**src/rtl/u7d_pkg.sv**
```systemverilog
// Shared types, character codes and the modified Base64 alphabet decode.
`timescale 1ns / 1ps

package u7d_pkg;

    localparam logic [7:0] C_PLUS  = 8'h2B;
    localparam logic [7:0] C_MINUS = 8'h2D;
    localparam int unsigned SEXTET_W = 6;
    localparam int unsigned MAX_BYTES = 3;

    typedef struct packed {
        logic [MAX_BYTES-1:0][7:0] bytes;
        logic [1:0]                count;
    } t_bundle;

    typedef struct packed {
        logic full;
        logic empty;
    } t_q_status;

    function automatic logic [SEXTET_W:0] sextet_decode(input logic [7:0] ch);
        logic [SEXTET_W:0] res;
        res = '0;
        case (ch) inside
            [8'h41:8'h5A]: res = {1'b1, SEXTET_W'(ch - 8'h41)};
            [8'h61:8'h7A]: res = {1'b1, SEXTET_W'(ch - 8'd71)};
            [8'h30:8'h39]: res = {1'b1, SEXTET_W'(ch + 8'd4)};
            8'h2B:         res = {1'b1, SEXTET_W'(62)};
            8'h2F:         res = {1'b1, SEXTET_W'(63)};
            default:       res = '0;
        endcase
        return res;
    endfunction

endpackage

```
**src/rtl/u7d_front.sv**
```systemverilog
// Front end: accepts input bytes, tracks the base64 run and builds output bundles.
`timescale 1ns / 1ps

module u7d_front (
    input  logic             i_clk,
    input  logic             i_rst_n,
    input  logic             i_valid,
    input  logic [7:0]       i_in_byte,
    input  logic             i_end_of_input,
    input  u7d_pkg::t_q_status i_q_status,
    output logic             o_stall,
    output logic             o_push,
    output u7d_pkg::t_bundle o_bundle
);
    import u7d_pkg::*;

    logic        r_in_base64, n_in_base64;
    logic        r_just_entered, n_just_entered;
    logic [1:0]  r_sextet_count, n_sextet_count;
    logic [17:0] r_group_bits, n_group_bits;

    logic              accept;
    logic [SEXTET_W:0] dec;
    logic [23:0]       full_group;
    t_bundle           bundle;
    t_bundle           partial;

    assign o_stall = i_q_status.full;
    assign accept  = i_valid && !i_q_status.full;
    assign dec     = sextet_decode(i_in_byte);
    assign full_group = {r_group_bits, dec[SEXTET_W-1:0]};

    always_comb begin
        partial = '0;
        case (r_sextet_count)
            2'd2: begin
                partial.bytes[0] = r_group_bits[11:4];
                partial.count    = 2'd1;
            end
            2'd3: begin
                partial.bytes[0] = r_group_bits[17:10];
                partial.bytes[1] = r_group_bits[9:2];
                partial.count    = 2'd2;
            end
            default: partial = '0;
        endcase
    end

    always_comb begin
        bundle         = '0;
        n_in_base64    = r_in_base64;
        n_just_entered = r_just_entered;
        n_sextet_count = r_sextet_count;
        n_group_bits   = r_group_bits;
        if (i_end_of_input) begin
            if (r_in_base64) begin
                if (r_just_entered) begin
                    bundle.bytes[0] = C_PLUS;
                    bundle.count    = 2'd1;
                end else begin
                    bundle = partial;
                end
            end
            n_in_base64    = 1'b0;
            n_just_entered = 1'b0;
            n_sextet_count = '0;
            n_group_bits   = '0;
        end else if (!r_in_base64) begin
            if (i_in_byte == C_PLUS) begin
                n_in_base64    = 1'b1;
                n_just_entered = 1'b1;
                n_sextet_count = '0;
                n_group_bits   = '0;
            end else begin
                bundle.bytes[0] = i_in_byte;
                bundle.count    = 2'd1;
            end
        end else if (dec[SEXTET_W]) begin
            n_just_entered = 1'b0;
            if (r_sextet_count == 2'd3) begin
                bundle.bytes[0] = full_group[23:16];
                bundle.bytes[1] = full_group[15:8];
                bundle.bytes[2] = full_group[7:0];
                bundle.count    = 2'd3;
                n_sextet_count  = '0;
                n_group_bits    = '0;
            end else begin
                n_group_bits   = full_group[17:0];
                n_sextet_count = r_sextet_count + 2'd1;
            end
        end else begin
            if (r_just_entered && i_in_byte == C_MINUS) begin
                bundle.bytes[0] = C_PLUS;
                bundle.count    = 2'd1;
            end else begin
                bundle = partial;
                if (i_in_byte != C_MINUS) begin
                    bundle.bytes[partial.count] = i_in_byte;
                    bundle.count = partial.count + 2'd1;
                end
            end
            n_in_base64    = 1'b0;
            n_just_entered = 1'b0;
            n_sextet_count = '0;
            n_group_bits   = '0;
        end
    end

    assign o_push   = accept && (bundle.count != 2'd0);
    assign o_bundle = bundle;

    always_ff @(posedge i_clk) begin
        if (!i_rst_n) begin
            r_in_base64    <= 1'b0;
            r_just_entered <= 1'b0;
            r_sextet_count <= '0;
            r_group_bits   <= '0;
        end else if (accept) begin
            r_in_base64    <= n_in_base64;
            r_just_entered <= n_just_entered;
            r_sextet_count <= n_sextet_count;
            r_group_bits   <= n_group_bits;
        end
    end

endmodule

```
**src/rtl/u7d_queue.sv**
```systemverilog
// Bundle queue between the front end and the output serializer.
`timescale 1ns / 1ps

module u7d_queue #(
    parameter int DEPTH = 4
) (
    input  logic               i_clk,
    input  logic               i_rst_n,
    input  logic               i_push,
    input  u7d_pkg::t_bundle   i_bundle,
    input  logic               i_pop,
    output u7d_pkg::t_bundle   o_head,
    output u7d_pkg::t_q_status o_status
);
    import u7d_pkg::*;

    localparam int PTR_W = (DEPTH > 1) ? $clog2(DEPTH) : 1;
    localparam int CNT_W = $clog2(DEPTH + 1);

    t_bundle            r_mem [DEPTH];
    logic [PTR_W-1:0]   r_wr_ptr, n_wr_ptr;
    logic [PTR_W-1:0]   r_rd_ptr, n_rd_ptr;
    logic [CNT_W-1:0]   r_count, n_count;

    assign o_head         = r_mem[r_rd_ptr];
    assign o_status.full  = (r_count == CNT_W'(DEPTH));
    assign o_status.empty = (r_count == '0);

    always_comb begin
        n_wr_ptr = r_wr_ptr;
        n_rd_ptr = r_rd_ptr;
        n_count  = r_count;
        if (i_push) begin
            n_wr_ptr = (r_wr_ptr == PTR_W'(DEPTH - 1)) ? '0 : r_wr_ptr + PTR_W'(1);
        end
        if (i_pop) begin
            n_rd_ptr = (r_rd_ptr == PTR_W'(DEPTH - 1)) ? '0 : r_rd_ptr + PTR_W'(1);
        end
        case ({i_push, i_pop})
            2'b10:   n_count = r_count + CNT_W'(1);
            2'b01:   n_count = r_count - CNT_W'(1);
            default: n_count = r_count;
        endcase
    end

    always_ff @(posedge i_clk) begin
        if (i_push) begin
            r_mem[r_wr_ptr] <= i_bundle;
        end
    end

    always_ff @(posedge i_clk) begin
        if (!i_rst_n) begin
            r_wr_ptr <= '0;
            r_rd_ptr <= '0;
            r_count  <= '0;
        end else begin
            r_wr_ptr <= n_wr_ptr;
            r_rd_ptr <= n_rd_ptr;
            r_count  <= n_count;
        end
    end

endmodule

```
**src/rtl/u7d_back.sv**
```systemverilog
// Back end: serializes queued bundles into the registered output byte stream.
`timescale 1ns / 1ps

module u7d_back (
    input  logic               i_clk,
    input  logic               i_rst_n,
    input  u7d_pkg::t_bundle   i_head,
    input  u7d_pkg::t_q_status i_q_status,
    output logic               o_pop,
    input  logic               i_stall,
    output logic               o_valid,
    output logic [7:0]         o_out_byte,
    output logic               o_last
);
    import u7d_pkg::*;

    logic [1:0] r_idx, n_idx;
    logic       r_valid;
    logic [7:0] r_byte;
    logic       r_last;

    logic       load;
    logic       take;
    logic       is_last;
    logic [7:0] sel_byte;

    assign load    = !r_valid || !i_stall;
    assign take    = load && !i_q_status.empty;
    assign is_last = (r_idx == i_head.count - 2'd1);
    assign o_pop   = take && is_last;
    assign n_idx   = o_pop ? 2'd0 : r_idx + 2'd1;

    always_comb begin
        case (r_idx)
            2'd0:    sel_byte = i_head.bytes[0];
            2'd1:    sel_byte = i_head.bytes[1];
            2'd2:    sel_byte = i_head.bytes[2];
            default: sel_byte = i_head.bytes[0];
        endcase
    end

    always_ff @(posedge i_clk) begin
        if (!i_rst_n) begin
            r_valid <= 1'b0;
            r_idx   <= '0;
        end else begin
            if (load) begin
                r_valid <= !i_q_status.empty;
            end
            if (take) begin
                r_idx <= n_idx;
            end
        end
    end

    always_ff @(posedge i_clk) begin
        if (take) begin
            r_byte <= sel_byte;
            r_last <= is_last;
        end
    end

    assign o_valid    = r_valid;
    assign o_out_byte = r_byte;
    assign o_last     = r_last;

endmodule

```
**src/rtl/utf7_modified_base64_decoder.sv**
```systemverilog
// Path: an accepted byte is decoded into a bundle, held in the bundle queue, then registered at the output.
// Throughput: one input byte per cycle while o_stall is low; the output moves one byte
// per cycle while i_stall is low; the serializer sends an item's k bytes in turn.
// The bundle queue (QUEUE_DEPTH entries) absorbs three-byte bursts before input stalls.
// Reset: synchronous active-low; direct mode, queue empty, no output pending.
`timescale 1ns / 1ps

module utf7_modified_base64_decoder #(
    parameter int QUEUE_DEPTH = 4
) (
    input  logic       i_clk,
    input  logic       i_rst_n,
    input  logic       i_valid,
    output logic       o_stall,
    input  logic [7:0] i_in_byte,
    input  logic       i_end_of_input,
    output logic       o_valid,
    input  logic       i_stall,
    output logic [7:0] o_out_byte,
    output logic       o_last
);
    import u7d_pkg::*;

    logic      push;
    logic      pop;
    t_bundle   push_bundle;
    t_bundle   head;
    t_q_status q_status;

    u7d_front u_front (
        .i_clk          (i_clk),
        .i_rst_n        (i_rst_n),
        .i_valid        (i_valid),
        .i_in_byte      (i_in_byte),
        .i_end_of_input (i_end_of_input),
        .i_q_status     (q_status),
        .o_stall        (o_stall),
        .o_push         (push),
        .o_bundle       (push_bundle)
    );

    u7d_queue #(
        .DEPTH (QUEUE_DEPTH)
    ) u_queue (
        .i_clk    (i_clk),
        .i_rst_n  (i_rst_n),
        .i_push   (push),
        .i_bundle (push_bundle),
        .i_pop    (pop),
        .o_head   (head),
        .o_status (q_status)
    );

    u7d_back u_back (
        .i_clk      (i_clk),
        .i_rst_n    (i_rst_n),
        .i_head     (head),
        .i_q_status (q_status),
        .o_pop      (pop),
        .i_stall    (i_stall),
        .o_valid    (o_valid),
        .o_out_byte (o_out_byte),
        .o_last     (o_last)
    );

    a_push_not_full: assert property (@(posedge i_clk) disable iff (!i_rst_n)
        push |-> !q_status.full)
        else $error("push into full queue");

    a_pop_not_empty: assert property (@(posedge i_clk) disable iff (!i_rst_n)
        pop |-> !q_status.empty)
        else $error("pop from empty queue");

    a_bundle_nonempty: assert property (@(posedge i_clk) disable iff (!i_rst_n)
        push |-> (push_bundle.count != 2'd0))
        else $error("empty bundle pushed");

    a_status_consistent: assert property (@(posedge i_clk) disable iff (!i_rst_n)
        !(q_status.full && q_status.empty))
        else $error("queue both full and empty");

endmodule

```
**config.mk**
```make
export PLATFORM = sky130hd
export DESIGN_NAME = utf7_modified_base64_decoder
export DESIGN_NICKNAME = d
export VERILOG_FILES = /design/src/rtl/u7d_pkg.sv /design/src/rtl/u7d_front.sv /design/src/rtl/u7d_queue.sv /design/src/rtl/u7d_back.sv /design/src/rtl/utf7_modified_base64_decoder.sv
export SDC_FILE = /design/constraint.sdc
export NUM_CORES = 1
export LEC_CHECK = 0
export ABC_AREA = 0
export BUFFER_PORTS_ARGS = -buffer_cell sky130_fd_sc_hd__buf_2
export CAP_MARGIN = 20
export CORE_MARGIN = 2
export CORE_UTILIZATION = 64
export CTS_BUF_LIST = sky130_fd_sc_hd__clkbuf_8
export CTS_CLUSTER_DIAMETER = 50
export DETAILED_ROUTE_END_ITERATION = 10
export PLACE_DENSITY = 0.82
export SLEW_MARGIN = 20
export SYNTH_ARGS = -nofsm -noshare
export SYNTH_HDL_FRONTEND = slang
export SYNTH_SLANG_ARGS = --single-unit
export TNS_END_PERCENT = 100
```
**constraint.sdc**
```tcl
create_clock -name i_clk -period 5 [get_ports i_clk]
set_input_delay 1 -clock i_clk [delete_from_list [all_inputs] [get_ports i_clk]]
set_output_delay 1 -clock i_clk [all_outputs]
set_load 0.01 [all_outputs]
```
==> impl_metrics.tcl <==
set metrics [dict create \
    cts_tree "yes" \
    fin_crit_ns 3.94 \
    hold_buffers 0 \
    fp.dieH_um 110 \
    vias_per_cell 6.84 \
    instances_no_fill 739 \
    core_area_um2 10800 \
    yosysTopAreaCellShare_pct 47.6 \
    outcome "completed" \
    grt_pass1_vias 4938 \
    routed_wl_um 16700 \
    rsz0062_at_grt "false" \
    io_pins 24 \
    ys_ff_latch 147 \
    place_congestion 0.906 \
    report.final.slew_viol_count 0 \
    synthToLayoutAreaGrowth_pct 9.41 \
    grt_max_degree 27 \
    antennaDiodeCount 0 \
    die_w_um 110 \
    finClkSkew_ns 0.0118 \
    cts_root_buf "clkbuf_8" \
    setup_viol 0 \
    synth_cell_type_count 67 \
    nNetsFinal 620 \
    dp_slack_ns 0.611 \
    insertion_delay_ns 0.45 \
    clk_pin_slew_ns 0.09 \
    yosys_most_used_dff "edfxtp_1" \
    design_area_um2 7800 \
    antenna_found_initial 0 \
    worstMarginPinSlew_ns 1.06 \
    synthArstFlopShare_pct 0 \
    cap_violations 0 \
    syn_inst 573 \
    place_area_um2 7310 \
    dpl.cell_count 708 \
    fin_setup_tns_ns 0 \
    synth_warnings 0 \
    cts_made_buffers 17 \
    syn_nets 606 \
    htreeDepth 4 \
    drtPass1Iterations 7 \
    synth_area_um2 7130 \
    yosys.area.top_type "edfxtp_1" \
    clock_path_buffers 2 \
    hp-class "reg -> reg" \
    start_util_pct 65.7 \
    p_leak_nw 2.72 \
    worst-path-max-fanout 17 \
    finalCritPeriodShare_pct 78.9 \
    synth_edf_count 113 \
    routedWlPerCell_um 22.6 \
    final-hold-violation-count 0 \
    path_class "in -> reg" \
    dpl.hpwl_um 11000 \
    first_iter_violations 740 \
    portBuffers 23 \
    maxSlewHeadroom_pct 29.0 \
    drive_above_1_share_pct 17.0 \
    ir_worst_vdd_mv 0.240 \
    vias 5053 \
    ys_top_cells_by_area "edfxtp_1, dfxtp_1, mux4_2" \
    critPathLaunchType "input port" \
    setup_slack_ns 1.06 \
    synth_area_per_cell_um2 12.4 \
    utilization_pct 71.9 \
    cts-resized-gates 0 \
    cts_setup_buffers 0 \
    drcViolationCount 0 \
    cts_sinks 147 \
    grt_pass1_wl_um 26500 \
    fmax_mhz 254 \
    ant_nets 0 \
    std_cell_rows 38 \
    ys_seq_area_share_pct 57.2 \
    grt_usage_pct 30.4 \
    worstPathArrival_ns 4.33 \
    p_per_area_nw_per_um2 382 \
    required_ns 5.38 \
    grt-ovfl-total 0 \
    synthTopCellsByCount "edfxtp_1, nand2_1, a21oi_1" \
    die_area_um2 12000 \
    crit_path_end_kind "flip-flop" \
    synth.most_common_cell "edfxtp_1" \
]
final timing paths:
kind                                                 from                  to  slack (ns)  cells past startpoint
worst min-delay path                       u_back.o_valid      u_back.o_valid        0.49                      2
worst max register to register  u_front.r_sextet_count[1]  u_queue.r_count[2]        1.65                     13
worst max-delay path                         i_in_byte[2]  u_queue.r_count[2]        1.06                     16
worst min register to register             u_back.o_valid      u_back.o_valid        0.49                      2
power breakdown:
group / total [W] / internal (W) / switching (W)
Clock: 0.00112 / 0.000651 / 0.000464
Sequential: 0.00142 / 0.00139 / 0.0000291
Combinational: 0.000449 / 0.000175 / 0.000274
cell usage in the layout (no fill, tap or decap), types with 4 or more instances in the layout:
cell type  instances
a211oi_1           6
a21boi_0           4
a21oi_1           43
a221oi_1           8
a22o_1             4
a22oi_1           29
a31oi_1            5
a41oi_1            4
and2_1             8
buf_2             23
buf_4             10
bufinv_16          6
clkbuf_8          17
dfxtp_1           33
edfxtp_1         113
ha_1              19
inv_1             19
mux2i_1            5
mux4_2            26
nand2_1           50
nand2b_1           4
nand3_1           14
nor2_1            35
nor2b_1            9
nor3_1             7
o21ai_0           28
o31ai_1            5
or3_1              4
per-stage QoR:
stage	total power (W)	hold slack [ns]
final	0.00298	0.492
after global routing	0.00309	0.534
after CTS	0.00299	0.489
after detailed placement	0.00189	0.476
after global placement	0.00187	0.464
after floorplan	0.00175	0.456
state kept, by name, indices dropped and copies added, names as in the netlist, named ones only:
register / flops
u_queue.r_mem: 104
u_front.r_sextet_count: 2
u_back.r_idx: 2
u_front.r_in_base64: 1
u_queue.r_rd_ptr: 2
u_back.o_out_byte: 8
u_back.o_valid: 1
u_front.r_group_bits: 18
u_queue.r_count: 3
u_back.o_last: 1
u_queue.r_wr_ptr: 2
u_front.r_just_entered: 1
layout make-up:
| class | instances | area (um2) |
|---|---|---|
| repair buffers | 33 | 190 |
| flip-flops and latches | 147 | 4080 |
| fillers | 717 | 3040 |
| well taps | 140 | 175 |
| clock buffers | 17 | 234 |
| inverters | 20 | 75.1 |
| clock inverters | 14 | 249 |
| multi-input cells | 368 | 2800 |
worst max-delay path, stage by stage:
cell	delay, ns
buf_2	0.19
inv_1	0.23
ha_1	0.38
nor2b_1	0.22
o211ai_1	0.12
a22oi_2	0.23
buf_4	0.27
o211ai_1	0.12
o211a_1	0.21
inv_1	0.09
ha_1	0.18
inv_1	0.07
fa_1	0.37
xor2_1	0.16
or3_1	0.31
a21boi_0	0.17
layer usage:
layer | up-vias | GRT usage [%] | share of wire, %
li1 | 2243 | - | -
met1 | 2466 | 40.5 | 40
met2 | 296 | 48.4 | 48
met3 | 48 | 6.76 | 9.2
met4 | 0 | 12.7 | 2.8
met5 | - | 0.446 | 0
kinds of logic (layout without fill, tap and decap cells):
| kind of cell | Yosys count | after routing | synth area share [%] |
|---|---|---|---|
| XOR/XNOR | 4 | 4 | 0.492 |
| multiplexers | 32 | 32 | 9.08 |
| adder cells (fa/ha/maj) | 20 | 20 | 3.62 |
| AO/OA/AOI/OAI | 164 | 164 | 15.7 |
| buffers and inverters | 58 | 84 | 3.56 |
| AND/OR/NAND/NOR | 148 | 148 | 10.4 |
| flip-flops | 147 | 147 | 57.2 |
Note: power is estimated with default switching activity, not from simulation.
